<file path="src/hdl/fdss_pkg.sv">
package fdss_pkg;

    // Display driver register addresses and fixed data bytes
    localparam logic [3:0] ADDR_SHUTDOWN = 4'hC;
    localparam logic [3:0] ADDR_DECODE   = 4'h9;
    localparam logic [3:0] ADDR_SCANLIM  = 4'hB;
    localparam logic [7:0] DATA_SHUTDOWN = 8'h01;
    localparam logic [7:0] DATA_DECODE   = 8'h00;
    localparam logic [7:0] DATA_SCANLIM  = 8'h07;
    localparam logic [7:0] SEG_BLANK     = 8'h00;

    // Word slots of one frame
    localparam int          FRAME_WORDS = 7;
    localparam int          SLOT_W      = $clog2(FRAME_WORDS);
    localparam logic [SLOT_W-1:0] SLOT_SHUTDOWN = SLOT_W'(0);
    localparam logic [SLOT_W-1:0] SLOT_DECODE   = SLOT_W'(1);
    localparam logic [SLOT_W-1:0] SLOT_SCANLIM  = SLOT_W'(2);
    localparam logic [SLOT_W-1:0] SLOT_UNITS    = SLOT_W'(3);
    localparam logic [SLOT_W-1:0] SLOT_TENS     = SLOT_W'(4);
    localparam logic [SLOT_W-1:0] SLOT_HUNDREDS = SLOT_W'(5);
    localparam logic [SLOT_W-1:0] SLOT_LAST     = SLOT_W'(FRAME_WORDS - 1);

    // Digit registers of the high half start after this base
    localparam logic [3:0] UPPER_BASE = 4'd4;

    localparam int MODULUS = 10000;
    localparam int NUM_W   = 14;   // width of a value below the modulus
    localparam int REM_W   = 10;   // width of a remainder below one thousand

    typedef struct packed {
        logic [3:0]       digit;
        logic [REM_W-1:0] rest;
    } t_split;

    // Reduce a 16-bit value modulo 10000 by parallel compares
    function automatic logic [NUM_W-1:0] mod_frame(input logic [15:0] v);
        logic [2:0]  q;
        logic [15:0] r;
        q = 3'd0;
        for (int k = 1; k <= 6; k++) begin
            if (v >= 16'(k * MODULUS)) begin
                q = 3'(k);
            end
        end
        r = v - 16'(16'(q) * 16'(MODULUS));
        return r[NUM_W-1:0];
    endfunction

    // Peel off one decimal digit of a given weight (value below ten weights)
    function automatic t_split split_digit(input logic [NUM_W-1:0] v, input int weight);
        t_split           s;
        logic [3:0]       d;
        logic [NUM_W-1:0] r;
        d = 4'd0;
        for (int k = 1; k <= 9; k++) begin
            if (v >= NUM_W'(k * weight)) begin
                d = 4'(k);
            end
        end
        r       = v - NUM_W'(NUM_W'(d) * NUM_W'(weight));
        s.digit = d;
        s.rest  = r[REM_W-1:0];
        return s;
    endfunction

    // Segment pattern of one decimal digit
    function automatic logic [7:0] seg_pattern(input logic [3:0] d);
        logic [7:0] p;
        case (d)
            4'd0:    p = 8'h7E;
            4'd1:    p = 8'h30;
            4'd2:    p = 8'h6D;
            4'd3:    p = 8'h79;
            4'd4:    p = 8'h33;
            4'd5:    p = 8'h5B;
            4'd6:    p = 8'h5F;
            4'd7:    p = 8'h70;
            4'd8:    p = 8'h7F;
            4'd9:    p = 8'h7B;
            default: p = SEG_BLANK;
        endcase
        return p;
    endfunction

endpackage

</file>
<file path="src/hdl/four_digit_seven_segment_frame_unit.sv">
// Turns a 16-bit number and a half select into a frame of seven display
// driver register words: shutdown=1, decode=0, scan limit=7, then the four
// digit registers (1..4, or 5..8 when i_upper_half is set), units first.
// The number is shown modulo 10000 with leading zeros blanked; the units
// digit always shows. A request passes three register stages (modulo,
// thousands, hundreds) and is then loaded into the frame register, which
// sends one word per cycle while i_ready is high. Up to three further
// requests queue in the stages while a frame is being sent.
module four_digit_seven_segment_frame_unit (
    input  logic        i_clk,
    input  logic        i_rst_n,
    input  logic        i_valid,
    output logic        o_ready,
    input  logic [15:0] i_value,
    input  logic        i_upper_half,
    output logic        o_valid,
    input  logic        i_ready,
    output logic [3:0]  o_reg_address,
    output logic [7:0]  o_reg_data,
    output logic        o_last_word
);
    import fdss_pkg::*;

    // Stage registers
    logic                 r_v1, r_v2, r_v3;
    logic [NUM_W-1:0]     r_n1;
    logic                 r_u1, r_u2, r_u3;
    logic [3:0]           r_th2, r_th3, r_hu3;
    logic [REM_W-1:0]     r_rem2;
    logic [6:0]           r_rem3;

    // Frame register
    logic                 r_busy;
    logic [SLOT_W-1:0]    r_cnt;
    logic [7:0]           r_pat [4];
    logic                 r_upper;

    logic                 frame_free, ld, en1, en2, en3;
    t_split               s_th, s_hu, s_te;
    logic [7:0]           n_pat [4];
    logic                 th_zero, hu_zero, te_zero;

    // Stall chain from the output back to the input
    assign frame_free = !r_busy || (i_ready && (r_cnt == SLOT_LAST));
    assign ld         = r_v3 && frame_free;
    assign en3        = !r_v3 || frame_free;
    assign en2        = !r_v2 || en3;
    assign en1        = !r_v1 || en2;
    assign o_ready    = en1;

    // Digit splits per stage
    assign s_th = split_digit(r_n1, 1000);
    assign s_hu = split_digit(NUM_W'(r_rem2), 100);
    assign s_te = split_digit(NUM_W'(r_rem3), 10);

    // Blank leading zeros and look up patterns
    always_comb begin
        th_zero  = (r_th3 == 4'd0);
        hu_zero  = th_zero && (r_hu3 == 4'd0);
        te_zero  = hu_zero && (s_te.digit == 4'd0);
        n_pat[0] = seg_pattern(s_te.rest[3:0]);
        n_pat[1] = te_zero ? SEG_BLANK : seg_pattern(s_te.digit);
        n_pat[2] = hu_zero ? SEG_BLANK : seg_pattern(r_hu3);
        n_pat[3] = th_zero ? SEG_BLANK : seg_pattern(r_th3);
    end

    // Advance valid bits and the frame counter
    always_ff @(posedge i_clk) begin
        if (!i_rst_n) begin
            r_v1   <= 1'b0;
            r_v2   <= 1'b0;
            r_v3   <= 1'b0;
            r_busy <= 1'b0;
            r_cnt  <= SLOT_SHUTDOWN;
        end else begin
            if (en1) begin
                r_v1 <= i_valid;
            end
            if (en2) begin
                r_v2 <= r_v1;
            end
            if (en3) begin
                r_v3 <= r_v2;
            end
            if (ld) begin
                r_busy <= 1'b1;
                r_cnt  <= SLOT_SHUTDOWN;
            end else if (r_busy && i_ready) begin
                if (r_cnt == SLOT_LAST) begin
                    r_busy <= 1'b0;
                end else begin
                    r_cnt <= r_cnt + SLOT_W'(1);
                end
            end
        end
    end

    // Move payload through the stages
    always_ff @(posedge i_clk) begin
        if (en1) begin
            r_n1 <= mod_frame(i_value);
            r_u1 <= i_upper_half;
        end
        if (en2) begin
            r_th2  <= s_th.digit;
            r_rem2 <= s_th.rest;
            r_u2   <= r_u1;
        end
        if (en3) begin
            r_th3  <= r_th2;
            r_hu3  <= s_hu.digit;
            r_rem3 <= s_hu.rest[6:0];
            r_u3   <= r_u2;
        end
        if (ld) begin
            for (int k = 0; k < 4; k++) begin
                r_pat[k] <= n_pat[k];
            end
            r_upper <= r_u3;
        end
    end

    // Select the current word of the frame
    always_comb begin
        o_valid     = r_busy;
        o_last_word = (r_cnt == SLOT_LAST);
        case (r_cnt)
            SLOT_SHUTDOWN: begin
                o_reg_address = ADDR_SHUTDOWN;
                o_reg_data    = DATA_SHUTDOWN;
            end
            SLOT_DECODE: begin
                o_reg_address = ADDR_DECODE;
                o_reg_data    = DATA_DECODE;
            end
            SLOT_SCANLIM: begin
                o_reg_address = ADDR_SCANLIM;
                o_reg_data    = DATA_SCANLIM;
            end
            SLOT_UNITS: begin
                o_reg_address = (r_upper ? UPPER_BASE : 4'd0) + 4'd1;
                o_reg_data    = r_pat[0];
            end
            SLOT_TENS: begin
                o_reg_address = (r_upper ? UPPER_BASE : 4'd0) + 4'd2;
                o_reg_data    = r_pat[1];
            end
            SLOT_HUNDREDS: begin
                o_reg_address = (r_upper ? UPPER_BASE : 4'd0) + 4'd3;
                o_reg_data    = r_pat[2];
            end
            SLOT_LAST: begin
                o_reg_address = (r_upper ? UPPER_BASE : 4'd0) + 4'd4;
                o_reg_data    = r_pat[3];
            end
            default: begin
                o_reg_address = ADDR_SHUTDOWN;
                o_reg_data    = DATA_SHUTDOWN;
            end
        endcase
    end

    // The last word always targets the thousands digit register
    a_last_addr: assert property (@(posedge i_clk) disable iff (!i_rst_n)
        (o_valid && o_last_word) |-> (o_reg_address == 4'd4 || o_reg_address == 4'd8))
        else $error("last word not on a thousands digit register");

    // A frame, once started, keeps going until its last word
    a_frame_cont: assert property (@(posedge i_clk) disable iff (!i_rst_n)
        (o_valid && i_ready && !o_last_word) |=> o_valid)
        else $error("frame broken off before its last word");

    // A new frame always starts with the shutdown word
    a_frame_start: assert property (@(posedge i_clk) disable iff (!i_rst_n)
        (o_valid && i_ready && o_last_word) |=> (!o_valid || o_reg_address == ADDR_SHUTDOWN))
        else $error("frame did not start with the shutdown word");

    // The units digit is never blanked
    a_units_lit: assert property (@(posedge i_clk) disable iff (!i_rst_n)
        (o_valid && r_cnt == SLOT_UNITS) |-> (o_reg_data != SEG_BLANK))
        else $error("units digit blanked");

endmodule
</file>
<file path="config.mk">
export PLATFORM = sky130hd
export DESIGN_NAME = four_digit_seven_segment_frame_unit
export DESIGN_NICKNAME = d
export VERILOG_FILES = /design/src/hdl/fdss_pkg.sv /design/src/hdl/four_digit_seven_segment_frame_unit.sv
export SDC_FILE = /design/constraint.sdc
export NUM_CORES = 1
export LEC_CHECK = 0
export BUFFER_PORTS_ARGS = -buffer_cell sky130_fd_sc_hd__buf_2
export CORE_ASPECT_RATIO = 1.2
export CORE_MARGIN = 3
export CORE_UTILIZATION = 50
export DETAILED_ROUTE_END_ITERATION = 10
export PLACE_DENSITY = 0.7
export SLEW_MARGIN = 10
export SYNTH_ARGS = -nofsm -noshare
export SYNTH_HDL_FRONTEND = slang
export SYNTH_SLANG_ARGS = --single-unit
</file>
<file path="constraint.sdc">
create_clock -name i_clk -period 5.9 [get_ports i_clk]
set_clock_uncertainty 0.05 [all_clocks]
set_input_delay 1.77 -clock i_clk [delete_from_list [all_inputs] [get_ports i_clk]]
set_output_delay 1.77 -clock i_clk [all_outputs]
set_load 0.005 [all_outputs]
</file>
# Word-level counts from Yosys, hierarchy flattened
# Memory sizes are Yosys's and may differ from the RTL's. A register that Yosys moved wholly into a read port is not among the register bits.
# Cells that the tools add are included.
[word_totals] register_bits=54 ramBits=32 mem_bits_ro=448 in_bits=21 output_inout_bits=15 elab_cells=142 mem_count=5
[memory_table] memory="(no name shown)" words=16 word_bits=7 rd=1 rd_ports_with_merged_regs=0 write_ports=0 line="fdss_pkg.sv:69" rtl="case (d)"
[memory_table] memory="(no name shown)" words=16 word_bits=7 rd=1 rd_ports_with_merged_regs=0 write_ports=0 line="fdss_pkg.sv:69"
[memory_table] memory="(no name shown)" words=16 word_bits=7 rd=1 rd_ports_with_merged_regs=1 write_ports=0 line="fdss_pkg.sv:69"
[memory_table] memory="(no name shown)" words=16 word_bits=7 rd=1 rd_ports_with_merged_regs=1 write_ports=0 line="fdss_pkg.sv:69"
[memory_table] memory="r_pat" words=4 word_bits=8 rd=4 rd_ports_with_merged_regs=0 write_ports=4 line="four_digit_seven_segment_frame_unit.sv:35" rtl="logic [7:0] r_pat [4];"
[classes] n_addsub=9 mul=4 magnitude_cmp=33 n_eq_ne=6 mux=47 bitwise=2 reduce_logical=21
[ops] operator="$mux W4" n=26
[ops] operator="$ge A14 B13 Y1 const B" n=4
[ops] operator="$ge A16 B16 Y1 const B" n=3
[ops] operator="$pmux W8 S6" n=1
[ops] operator="$ge A10 B10 Y1 const B" n=4
[ops] operator="$ge A16 B15 Y1 const B" n=2
[ops] operator="$ge A10 B9 Y1 const B" n=3
[ops] operator="$ge A14 B12 Y1 const B" n=2
[ops] operator="$mux W8" n=3
[ops] operator="$pmux W4 S6" n=1
[ops] operator="$ge A7 B6 Y1 const B" n=3
[ops] operator="$ge A7 B7 Y1 const B" n=3
[ops] operator="$mux W3" n=7
[ops] operator="$ge A16 B14 Y1 const B" n=1
[ops] operator="$ge A14 B10 Y1 const B" n=1
[ops] operator="$ge A14 B11 Y1 const B" n=1
[ops] operator="$ge A14 B14 Y1 const B" n=1
[ops] operator="$ge A7 B5 Y1 const B" n=2
[ops] operator="$sub A14 B14 Y14" n=1
[ops] operator="$logic_not A4 Y1" n=3
[ops] operator="$ge A10 B7 Y1 const B" n=1
[ops] operator="$ge A10 B8 Y1 const B" n=1
[ops] operator="$mul A3 B10 Y10 const B" n=1
[ops] operator="$sub A10 B10 Y10" n=1
[ops] operator="21 further kinds" n=46

# Depth between registers and ports, before layout
# Gate-level depths: netlist (run 1).
[logic_depth] ltp_word=13 ltp_mapped=18 ltp_nobuf=17

# Worst setup path before layout (run 1)
# No wires, ideal clock.
[synth_timing] path_type="input port to flip-flop" startpoint="input i_value[7]" endpoint="register r_n1[13] (data pin)" setup_ps=261 arrival_time_ps=4891 required_ps=5589 path_slack_ps=697 cell_stages=16 n_path_buf=1 path_cell_list="buf_6 nor4_1 nor2_1 nor3_1 nor2_1 o21a_1 ha_1 inv_1 ha_1 ha_1 fa_1 xnor2_1 ha_1 a21oi_1 o21ai_0 xnor2_1"
[synth_between] elab_chain_cells=10
[synth_lines] item="start: declaration" line="four_digit_seven_segment_frame_unit.sv:14" rtl="input logic [15:0] i_value,"
[synth_lines] item="$ge A16 B14 Y1" line="fdss_pkg.sv:41" rtl="if (v >= 16'(k * MODULUS)) begin"
[synth_lines] item="$mux W1" line="fdss_pkg.sv:41"
[synth_lines] item="$mux W3 (5 in series)" line="fdss_pkg.sv:41"
[synth_lines] item="$mux W3" line="four_digit_seven_segment_frame_unit.sv:100" rtl="if (en1) begin"
[synth_lines] item="$mul A3 B10 Y10" line="fdss_pkg.sv:45" rtl="r = v - 16'(16'(q) * 16'(MODULUS));"
[synth_lines] item="$sub A14 B14 Y14 *" line="fdss_pkg.sv:45"
[synth_lines] item="end signal: assignment" line="four_digit_seven_segment_frame_unit.sv:101" rtl="r_n1 <= mod_frame(i_value);"
[synth_lines] item="end: declaration" line="four_digit_seven_segment_frame_unit.sv:26" rtl="logic [NUM_W-1:0] r_n1;"
# Mark *: on every way between the ends. The rest lies on a longest branch, timed or not. The select of a mux whose other input is x is not followed.
# A chain may end at the register's enable or synchronous reset.

# Worst setup path in the final report (run 1)
# Ends and elaborated chain as after synthesis.

==> results_dict.tcl, run 1 <==
set metrics [dict create \
    report.final.setup_viol 0 \
    ios 36 \
    resize_count_post_cts 0 \
    postSynthRegisterBits 96 \
    placedInstanceArea_sq_um 6550 \
    fp.dieW_um 108 \
    routed-via-count 4372 \
    final_ant_viol_nets 0 \
    htree_levels 3 \
    buffers_added_on_ports 34 \
    routabilityCongestion 0.890 \
    tritoncts "yes" \
    coreArea_sq_um 12200 \
    ctsRootBufferMaster "sky130_fd_sc_hd__clkbuf_16" \
    clk-insertion-delay-late_ns 0.34 \
    cp.required_ns 5.94 \
    mostFrequentLayoutCell "sky130_fd_sc_hd__edfxtp_1" \
    place.detailed.hpwl_um 8800 \
    grt_pass1_wl_um 18900 \
    ys_dominant_reg_cell "sky130_fd_sc_hd__edfxtp_1" \
    drt_wl_cell_um 14.2 \
    synth.yosys.warnings 0 \
    crit_start "i_value[7]" \
    postSynthCellCount 595 \
    cts-buffers-inserted 9 \
    antenna_cells 0 \
    cts_setup_buffers 0 \
    tightestPinTransition_ns 0.761 \
    ys_types 71 \
    yosysSeqAreaShare_pct 42.7 \
    floorplan.rows 44 \
    clk_transition_reported_paths_ns 0.07 \
    fin_worst_hold_slack_ns 0.372 \
    initial_core_util_pct 51.5 \
    slew_viol_final 0 \
    finalCriticalPeriod_ns 5.20 \
    grt_pass1_vias 4315 \
    cts_buffer_depth 2 \
    setup_repair_after_global_routing_missed_its_margin "false" \
    first_pass_iteration_count_of_the_detailed_router 7 \
    post-route-util_pct 56.5 \
    die-area_sq_um 13900 \
    critical_path.startpoint_type "input pin" \
    outcome "finished, final reports clean" \
    cts_hold_repair.buffers 0 \
    synth_area_per_cell_sq_um 10.5 \
    detail_route.drc_violations 0 \
    worstSetupPathType "input pin to flop" \
    cts_sinks 96 \
    layout_common_cells "sky130_fd_sc_hd__edfxtp_1 (75), sky130_fd_sc_hd__ha_1 (61), sky130_fd_sc_hd__inv_1 (56), sky130_fd_sc_hd__nand2_1 (39), sky130_fd_sc_hd__a21oi_1 (37)" \
    antenna_violations_before_repair 0 \
    crit_path_end_kind "flop" \
    synth_fp_nets 686 \
    timing.final.crit_share_pct 88.1 \
    die-height_um 129 \
    grt_overflow 0 \
    timing.slew.headroom_pct 48.8 \
    global_route.usage.total_pct 17.0 \
    drt_wl_total_um 11200 \
    finalHoldViolCount 0 \
    synth_enable_flop_cells 75 \
    drt_iter0_drc 264 \
    crit-reg2reg-launch "r_n1[6]" \
    worst_hold_path_type "flop to flop" \
    layout.cell_area.non_filler_sq_um 6870 \
    achievable-frequency_mhz 192 \
    netlist_area_sq_um 6260 \
    min-delay-start "r_n1[1]" \
    area.growth.synth_to_final_pct 9.75 \
    maxCapViolations 0 \
    crit_fanout 10 \
    critPathArrivalTime_ns 5.24 \
    layout.nets 715 \
    totalNegativeSetupSlack_ns 0 \
    fraction_of_registers_with_async_set_or_reset_after_synthesis_pct 0 \
    grt_max_degree 31 \
    layout_cells_sized_above_1_pct 12.7 \
    vias_per_cell 5.53 \
]
==> cell usage after synthesis, types with 6 or more instances <==
cell type                   n  area share, %
sky130_fd_sc_hd__fa_1       9            2.9
sky130_fd_sc_hd__o21a_1     6           0.72
sky130_fd_sc_hd__and2_1    11            1.1
sky130_fd_sc_hd__nand2b_1   9           0.90
sky130_fd_sc_hd__a21oi_1   37            3.0
sky130_fd_sc_hd__edfxtp_1  75             36
sky130_fd_sc_hd__nor2b_1   18            1.8
sky130_fd_sc_hd__o21ai_1   23            1.8
sky130_fd_sc_hd__nor2_1    31            1.9
sky130_fd_sc_hd__nand3_1    8           0.64
sky130_fd_sc_hd__a21o_1    13            1.6
sky130_fd_sc_hd__inv_2      7           0.42
sky130_fd_sc_hd__nand2_1   39            2.3
sky130_fd_sc_hd__dfxtp_1   21            6.7
sky130_fd_sc_hd__clkbuf_1  10           0.60
sky130_fd_sc_hd__xnor2_1   24            3.4
sky130_fd_sc_hd__ha_1      61             12
sky130_fd_sc_hd__a31oi_1    6           0.60
sky130_fd_sc_hd__nor4_1     6           0.60
sky130_fd_sc_hd__mux2i_1   13            2.1
sky130_fd_sc_hd__inv_1     56            3.4
sky130_fd_sc_hd__a211oi_1   7           0.84
sky130_fd_sc_hd__nor3_1    11           0.88
sky130_fd_sc_hd__o21ai_0    8           0.64
sky130_fd_sc_hd__a222oi_1   7            1.1
==> path summary, 6_finish.rpt <==
check | end | slack [ns] | cells past startpoint
hold / removal | r_rem2[1] | 0.37 | 0
hold reg to reg | r_rem2[1] | 0.37 | 0
setup reg to reg | r_rem2[9] | 1.49 | 14
setup / recovery | r_n1[13] | 0.70 | 16
==> per-layer routing <==
metal	share of wire (%)	up-vias	track usage [%]
li1	-	2206	-
met3	3.2	19	3.06
met4	2.3	0	6.32
met5	0	-	0
met1	39	2060	17.4
met2	56	87	33.6
==> per-stage QoR <==
step	instances	setup WS [ns]
after floorplan	595	0.697
after global placement	774	0.450
after detailed placement	774	0.341
after CTS	790	0.673
after global routing	790	0.363
final	790	0.701
==> final cells by class <==
type / instances / area (sq um)
fill: 1004 / 5290
tap: 161 / 201
sequential: 96 / 2670
inverter: 63 / 236
timing repair buffer: 36 / 185
clock inverter: 4 / 37.5
multi-input combinational: 418 / 3250
clock buffer: 12 / 289
==> logic make-up (layout without fill, tap and decap cells) <==
| kind of cell | count (synthesis) | count (layout) | share of synthesized area [%] |
|---|---|---|---|
| other cells | 1 | 1 | 0.0599 |
| buf+inv | 81 | 115 | 5.45 |
| compound gates | 147 | 147 | 16.2 |
| mux | 17 | 17 | 3.04 |
| simple gates | 149 | 149 | 12.1 |
| flops | 96 | 96 | 42.7 |
| xor+xnor | 32 | 32 | 5.01 |
| fa+ha+maj | 72 | 72 | 15.4 |
==> worst max-delay path, cell delays in order <==
cell and delay (ns):
sky130_fd_sc_hd__buf_2 0.16, sky130_fd_sc_hd__nor4_1 0.28, sky130_fd_sc_hd__nor2_1 0.09, sky130_fd_sc_hd__nor3_1 0.36
sky130_fd_sc_hd__nor2_1 0.15, sky130_fd_sc_hd__o21a_1 0.28, sky130_fd_sc_hd__ha_1 0.31, sky130_fd_sc_hd__inv_1 0.12
sky130_fd_sc_hd__ha_1 0.26, sky130_fd_sc_hd__ha_1 0.23, sky130_fd_sc_hd__fa_1 0.38, sky130_fd_sc_hd__xnor2_1 0.14
sky130_fd_sc_hd__ha_1 0.32, sky130_fd_sc_hd__a21oi_1 0.14, sky130_fd_sc_hd__o21ai_0 0.11, sky130_fd_sc_hd__xnor2_1 0.14
Power of run 1 is left out: the tool's default activity adds up to more than one toggle a clock period on the data nets, which glitch-free logic cannot reach.
==> run 2, diff against run 1 <==
==> constraint.sdc (replaced) <==
create_clock -name i_clk -period 5.9 [get_ports i_clk]
set_clock_uncertainty 0.05 [all_clocks]
set_input_delay 0.59 -clock i_clk [delete_from_list [all_inputs] [get_ports i_clk]]
set_output_delay 0.59 -clock i_clk [all_outputs]
set_load 0.005 [all_outputs]
==> results_dict.tcl, run 2 (synthesis gave the netlist of run 1 again) <==
set metrics [dict create \
    outcome "finished, final reports clean" \
    mostFrequentLayoutCell "sky130_fd_sc_hd__edfxtp_1" \
    cts_hold_repair.buffers 0 \
    report.final.setup_viol 0 \
    final_ant_viol_nets 0 \
    routabilityCongestion 0.874 \
    finalHoldViolCount 0 \
    global_route.usage.total_pct 17.1 \
    place.detailed.hpwl_um 8960 \
    grt_overflow 0 \
    cts-buffers-inserted 9 \
    drt_wl_cell_um 14.5 \
    tritoncts "yes" \
    ios 36 \
    layout_common_cells "sky130_fd_sc_hd__edfxtp_1 (75), sky130_fd_sc_hd__ha_1 (61), sky130_fd_sc_hd__inv_1 (56), sky130_fd_sc_hd__nand2_1 (39), sky130_fd_sc_hd__a21oi_1 (37)" \
    area.growth.synth_to_final_pct 9.41 \
    coreArea_sq_um 12200 \
    maxCapViolations 0 \
    layout.nets 714 \
    drt_iter0_drc 341 \
    die-area_sq_um 13900 \
    cts_setup_buffers 0 \
    floorplan.rows 44 \
    tightestPinTransition_ns 0.863 \
    achievable-frequency_mhz 233 \
    post-route-util_pct 56.3 \
    cts_sinks 96 \
    buffers_added_on_ports 34 \
    setup_repair_after_global_routing_missed_its_margin "false" \
    finalCriticalPeriod_ns 4.28 \
    antenna_violations_before_repair 0 \
    worstSetupPathType "flop to flop" \
    ctsRootBufferMaster "sky130_fd_sc_hd__clkbuf_16" \
    clk_transition_reported_paths_ns 0.07 \
    grt_pass1_vias 4171 \
    slew_viol_final 0 \
    resize_count_post_cts 0 \
    grt_max_degree 31 \
    fp.dieW_um 108 \
    crit_path_end_kind "flop" \
    totalNegativeSetupSlack_ns 0 \
    cp.required_ns 5.92 \
    routed-via-count 4365 \
    placement.setup.worst_slack_ns 1.53 \
    crit_fanout 10 \
    grt_pass1_wl_um 19100 \
    timing.slew.headroom_pct 42.3 \
    drt_wl_total_um 11500 \
    initial_core_util_pct 51.5 \
    fin_ws_ns 1.62 \
    detail_route.drc_violations 0 \
    htree_levels 3 \
    worst_hold_path_type "flop to flop" \
    critical_path.startpoint_type "flop" \
    antenna_cells 0 \
    cts_buffer_depth 2 \
    die-height_um 129 \
    timing.final.crit_share_pct 72.6 \
    clk-insertion-delay-late_ns 0.34 \
    vias_per_cell 5.53 \
    first_pass_iteration_count_of_the_detailed_router 5 \
    critPathArrivalTime_ns 4.30 \
    layout_cells_sized_above_1_pct 12.6 \
]
-- run 2: cell count changes in the layout (fill, tap and decap cells not counted), sizes merged --
cell / change
clkinv: +2
inv: -1
bufinv: +1
buf: -1
clkbuf: -2
-- run 2: critical path: stages, from the launching register on --
cell and delay [ns]:
sky130_fd_sc_hd__edfxtp_1 0.52, sky130_fd_sc_hd__nor2_1 0.20, sky130_fd_sc_hd__a21oi_1 0.07, sky130_fd_sc_hd__or4_1 0.39
sky130_fd_sc_hd__a211oi_1 0.54, sky130_fd_sc_hd__inv_1 0.26, sky130_fd_sc_hd__ha_1 0.36, sky130_fd_sc_hd__ha_1 0.22
sky130_fd_sc_hd__inv_1 0.07, sky130_fd_sc_hd__fa_1 0.41, sky130_fd_sc_hd__ha_1 0.32, sky130_fd_sc_hd__a21o_1 0.17
sky130_fd_sc_hd__a21oi_1 0.17, sky130_fd_sc_hd__xnor2_1 0.16, sky130_fd_sc_hd__xnor2_1 0.09
-- run 2: final cells by class --
type                       instances  area, sq um
multi-input combinational        418         3250
sequential                        96         2670
clock buffer                      10          250
clock inverter                     6         62.6
inverter                          63          236
tap                              161          201
timing repair buffer              35          178
fill                            1028         5310
-- run 2: final timing paths --
check             from        end  slack [ns]  depth (start not counted)
max reg2reg    r_n1[6]  r_rem2[9]        1.62                         14
max            r_n1[6]  r_rem2[9]        1.62                         14
min reg2reg  r_rem2[1]  r_rem3[1]        0.37                          0
min          r_rem2[1]  r_rem3[1]        0.37                          0
-- run 2: metrics by stage --
stage | cells | cell area [sq um] | hold WS [ns]
5_1_grt | 789 | 6850 | 0.362
3_3_place_gp | 773 | 6540 | 0.352
4_1_cts | 789 | 6850 | 0.363
2_1_floorplan | 595 | 6260 | 0.350
6_report | 789 | 6850 | 0.369
3_5_place_dp | 773 | 6540 | 0.355
-- run 2: metal layers --
layer	routed length (um)	up-vias	track usage, %
met2	6490	87	33.0
met5	0	-	0
met3	350	12	3.21
met4	129	0	5.05
met1	4480	2071	18.8
li1	-	2195	-
Power of run 2 is left out for the same reason.
==> run 3, diff against run 2 <==
PLACE_DENSITY = 0.73   (was 0.7)
clock period = 3.79 ns   (was 5.9 ns; I/O delays follow)
==> results_dict.tcl, run 3 (synthesis gave the netlist of run 1 again) <==
set metrics [dict create \
    timing.slew.headroom_pct 52.2 \
    cts-buffers-inserted 9 \
    maxCapViolations 0 \
    final_ant_viol_nets 0 \
    drt_iter0_drc 366 \
    worst-path-buf-inv 3 \
    slack_of_the_worst_reg_to_reg_path_ns -0.17 \
    drt_wl_cell_um 15.6 \
    grt_pass1_wl_um 20600 \
    floorplan.rows 44 \
    multi_input_gate_area_in_the_final_layout_sq_um 3430 \
    mostFrequentLayoutCell "sky130_fd_sc_hd__edfxtp_1" \
    fin_worst_hold_slack_ns 0.154 \
    routabilityCongestion 0.911 \
    crit_path_end_kind "flop" \
    die-height_um 129 \
    clk-insertion-delay-late_ns 0.35 \
    fin_ws_ns -0.172 \
    initial_core_util_pct 51.5 \
    global_route.usage.total_pct 18.4 \
    area.growth.synth_to_final_pct 17.4 \
    tightestPinTransition_ns 0.712 \
    buffers_added_on_ports 34 \
    die-area_sq_um 13900 \
    cp.required_ns 3.84 \
    hold-path-cell-count 1 \
    routed-via-count 4629 \
    layout_common_cells "sky130_fd_sc_hd__edfxtp_1 (75), sky130_fd_sc_hd__ha_1 (56), sky130_fd_sc_hd__inv_1 (53), sky130_fd_sc_hd__nand2_1 (39), sky130_fd_sc_hd__buf_4 (39)" \
    tritoncts "yes" \
    first_pass_iteration_count_of_the_detailed_router 6 \
    layout_cells_sized_above_1_pct 23.1 \
    cts_sinks 96 \
    critical_path.startpoint_type "flop" \
    post-route-util_pct 60.4 \
    cts_hold_repair.buffers 0 \
    setup_repair_after_global_routing_missed_its_margin "true" \
    grt_pass1_vias 4524 \
    report.final.setup_viol 3 \
    coreArea_sq_um 12200 \
    fill_cells 1004 \
    clk_transition_reported_paths_ns 0.07 \
    crit-reg2reg-launch "r_n1[5]" \
    worst-r2r-cell-count 16 \
    crit_fanout 4 \
    place.detailed.hpwl_um 9160 \
    layout.nets 758 \
    ios 36 \
    finalHoldViolCount 0 \
    seq_area_sq_um 2670 \
    finalCriticalPeriod_ns 3.96 \
    fp.dieW_um 108 \
    grt_overflow 0 \
    timing.critical_path.depth 16 \
    critPathArrivalTime_ns 4.01 \
    vias_per_cell 5.56 \
    critPathTopFamily "adder cells" \
    timing.final.crit_share_pct 105 \
    grt_max_degree 31 \
    failed_checks "setup timing" \
    cts_buffer_depth 2 \
    worst_path_largest_cell_delay_ns 0.48 \
    htree_levels 3 \
    outcome "complete, but fails checks" \
    totalNegativeSetupSlack_ns -0.308 \
    crit_start "r_n1[5]" \
    critical_path.cell_chain "buf_6 -> nor4_4 -> o21ai_2 -> a21oi_2 -> o32ai_2 -> a211oi_2 -> inv_2 -> ha_4 -> ha_2 -> inv_1 -> fa_1 -> ha_1 -> a21o_1 -> a21oi_2 -> xnor2_1 -> xnor2_1" \
    antenna_violations_before_repair 0 \
    ctsRootBufferMaster "sky130_fd_sc_hd__clkbuf_16" \
    worst_hold_path_type "input pin to flop" \
    detail_route.drc_violations 0 \
    achievable-frequency_mhz 252 \
    critPathSlowestCell "sky130_fd_sc_hd__fa_1" \
    worst_r2r_endpoint "r_rem2[9]" \
    drt_wl_total_um 13000 \
    antenna_cells 0 \
    worstSetupPathType "flop to flop" \
    critical_path_end "r_rem2[9]" \
    slew_viol_final 0 \
]
-- run 3: changes by cell type in the layout (fill, tap and decap cells not counted), moves of 4 or more --
cell | previous run | this run
sky130_fd_sc_hd__buf_4 | 1 | 39
sky130_fd_sc_hd__a21oi_1 | 37 | 31
sky130_fd_sc_hd__a21oi_2 | 1 | 7
sky130_fd_sc_hd__buf_6 | 0 | 6
sky130_fd_sc_hd__ha_1 | 61 | 56
sky130_fd_sc_hd__ha_4 | 0 | 4
sky130_fd_sc_hd__nor3_1 | 11 | 7
sky130_fd_sc_hd__nor3_2 | 1 | 5
-- run 3: worst min-delay path by stage --
stage                           from        end  slack (ns)
after CTS                 i_value[3]    r_n1[3]        0.14
after global placement       r_n1[1]  r_rem2[1]        0.35
after detailed placement     r_n1[0]  r_rem2[0]        0.36
after global routing      i_value[3]    r_n1[3]        0.15
final                     i_value[3]    r_n1[3]        0.15
after floorplan              r_n1[0]  r_rem2[0]        0.35
-- run 3: layer usage --
metal	GRT usage, %	routed length [um]
met1	19.6	4870
met3	3.31	402
met4	6.17	318
met2	36.1	7380
met5	0	0
-- run 3: cell type report --
cell class              instances  share of cell area, %
flip-flops and latches         96                   36.3
well taps                     161                   2.74
clock buffers                   9                   3.06
inverters                      63                   3.25
clock inverters                 7                  0.817
repair buffers                 79                   7.21
multi-input cells             418                   46.6
-- run 3: worst reg2reg max path, cell delays in order, from the launching register on --
cell and delay (ns):
sky130_fd_sc_hd__edfxtp_1 0.45, sky130_fd_sc_hd__buf_6 0.16, sky130_fd_sc_hd__nor4_4 0.37, sky130_fd_sc_hd__o21ai_2 0.11, sky130_fd_sc_hd__a21oi_2 0.18, sky130_fd_sc_hd__o32ai_2 0.12
sky130_fd_sc_hd__a211oi_2 0.29, sky130_fd_sc_hd__inv_2 0.12, sky130_fd_sc_hd__ha_4 0.28, sky130_fd_sc_hd__ha_2 0.18, sky130_fd_sc_hd__inv_1 0.06, sky130_fd_sc_hd__fa_1 0.48
sky130_fd_sc_hd__ha_1 0.32, sky130_fd_sc_hd__a21o_1 0.17, sky130_fd_sc_hd__a21oi_2 0.14, sky130_fd_sc_hd__xnor2_1 0.14, sky130_fd_sc_hd__xnor2_1 0.09
-- run 3: through the flow --
step / setup slack [ns] / instance area [sq um] / instances
after global placement: -0.00460 / 6680 / 790
after global routing: -0.332 / 7350 / 833
after floorplan: 0.00491 / 6280 / 595
after CTS: -0.0162 / 7090 / 818
after detailed placement: -0.179 / 6680 / 790
final: -0.172 / 7350 / 833
-- run 3: what timing repair did --
item	4_1_cts	5_1_grt
pin swaps	10	22
setup endpoints to repair	1	3
gates resized for setup	9	30
setup buffers	12	15
Power of run 3 is left out for the same reason.
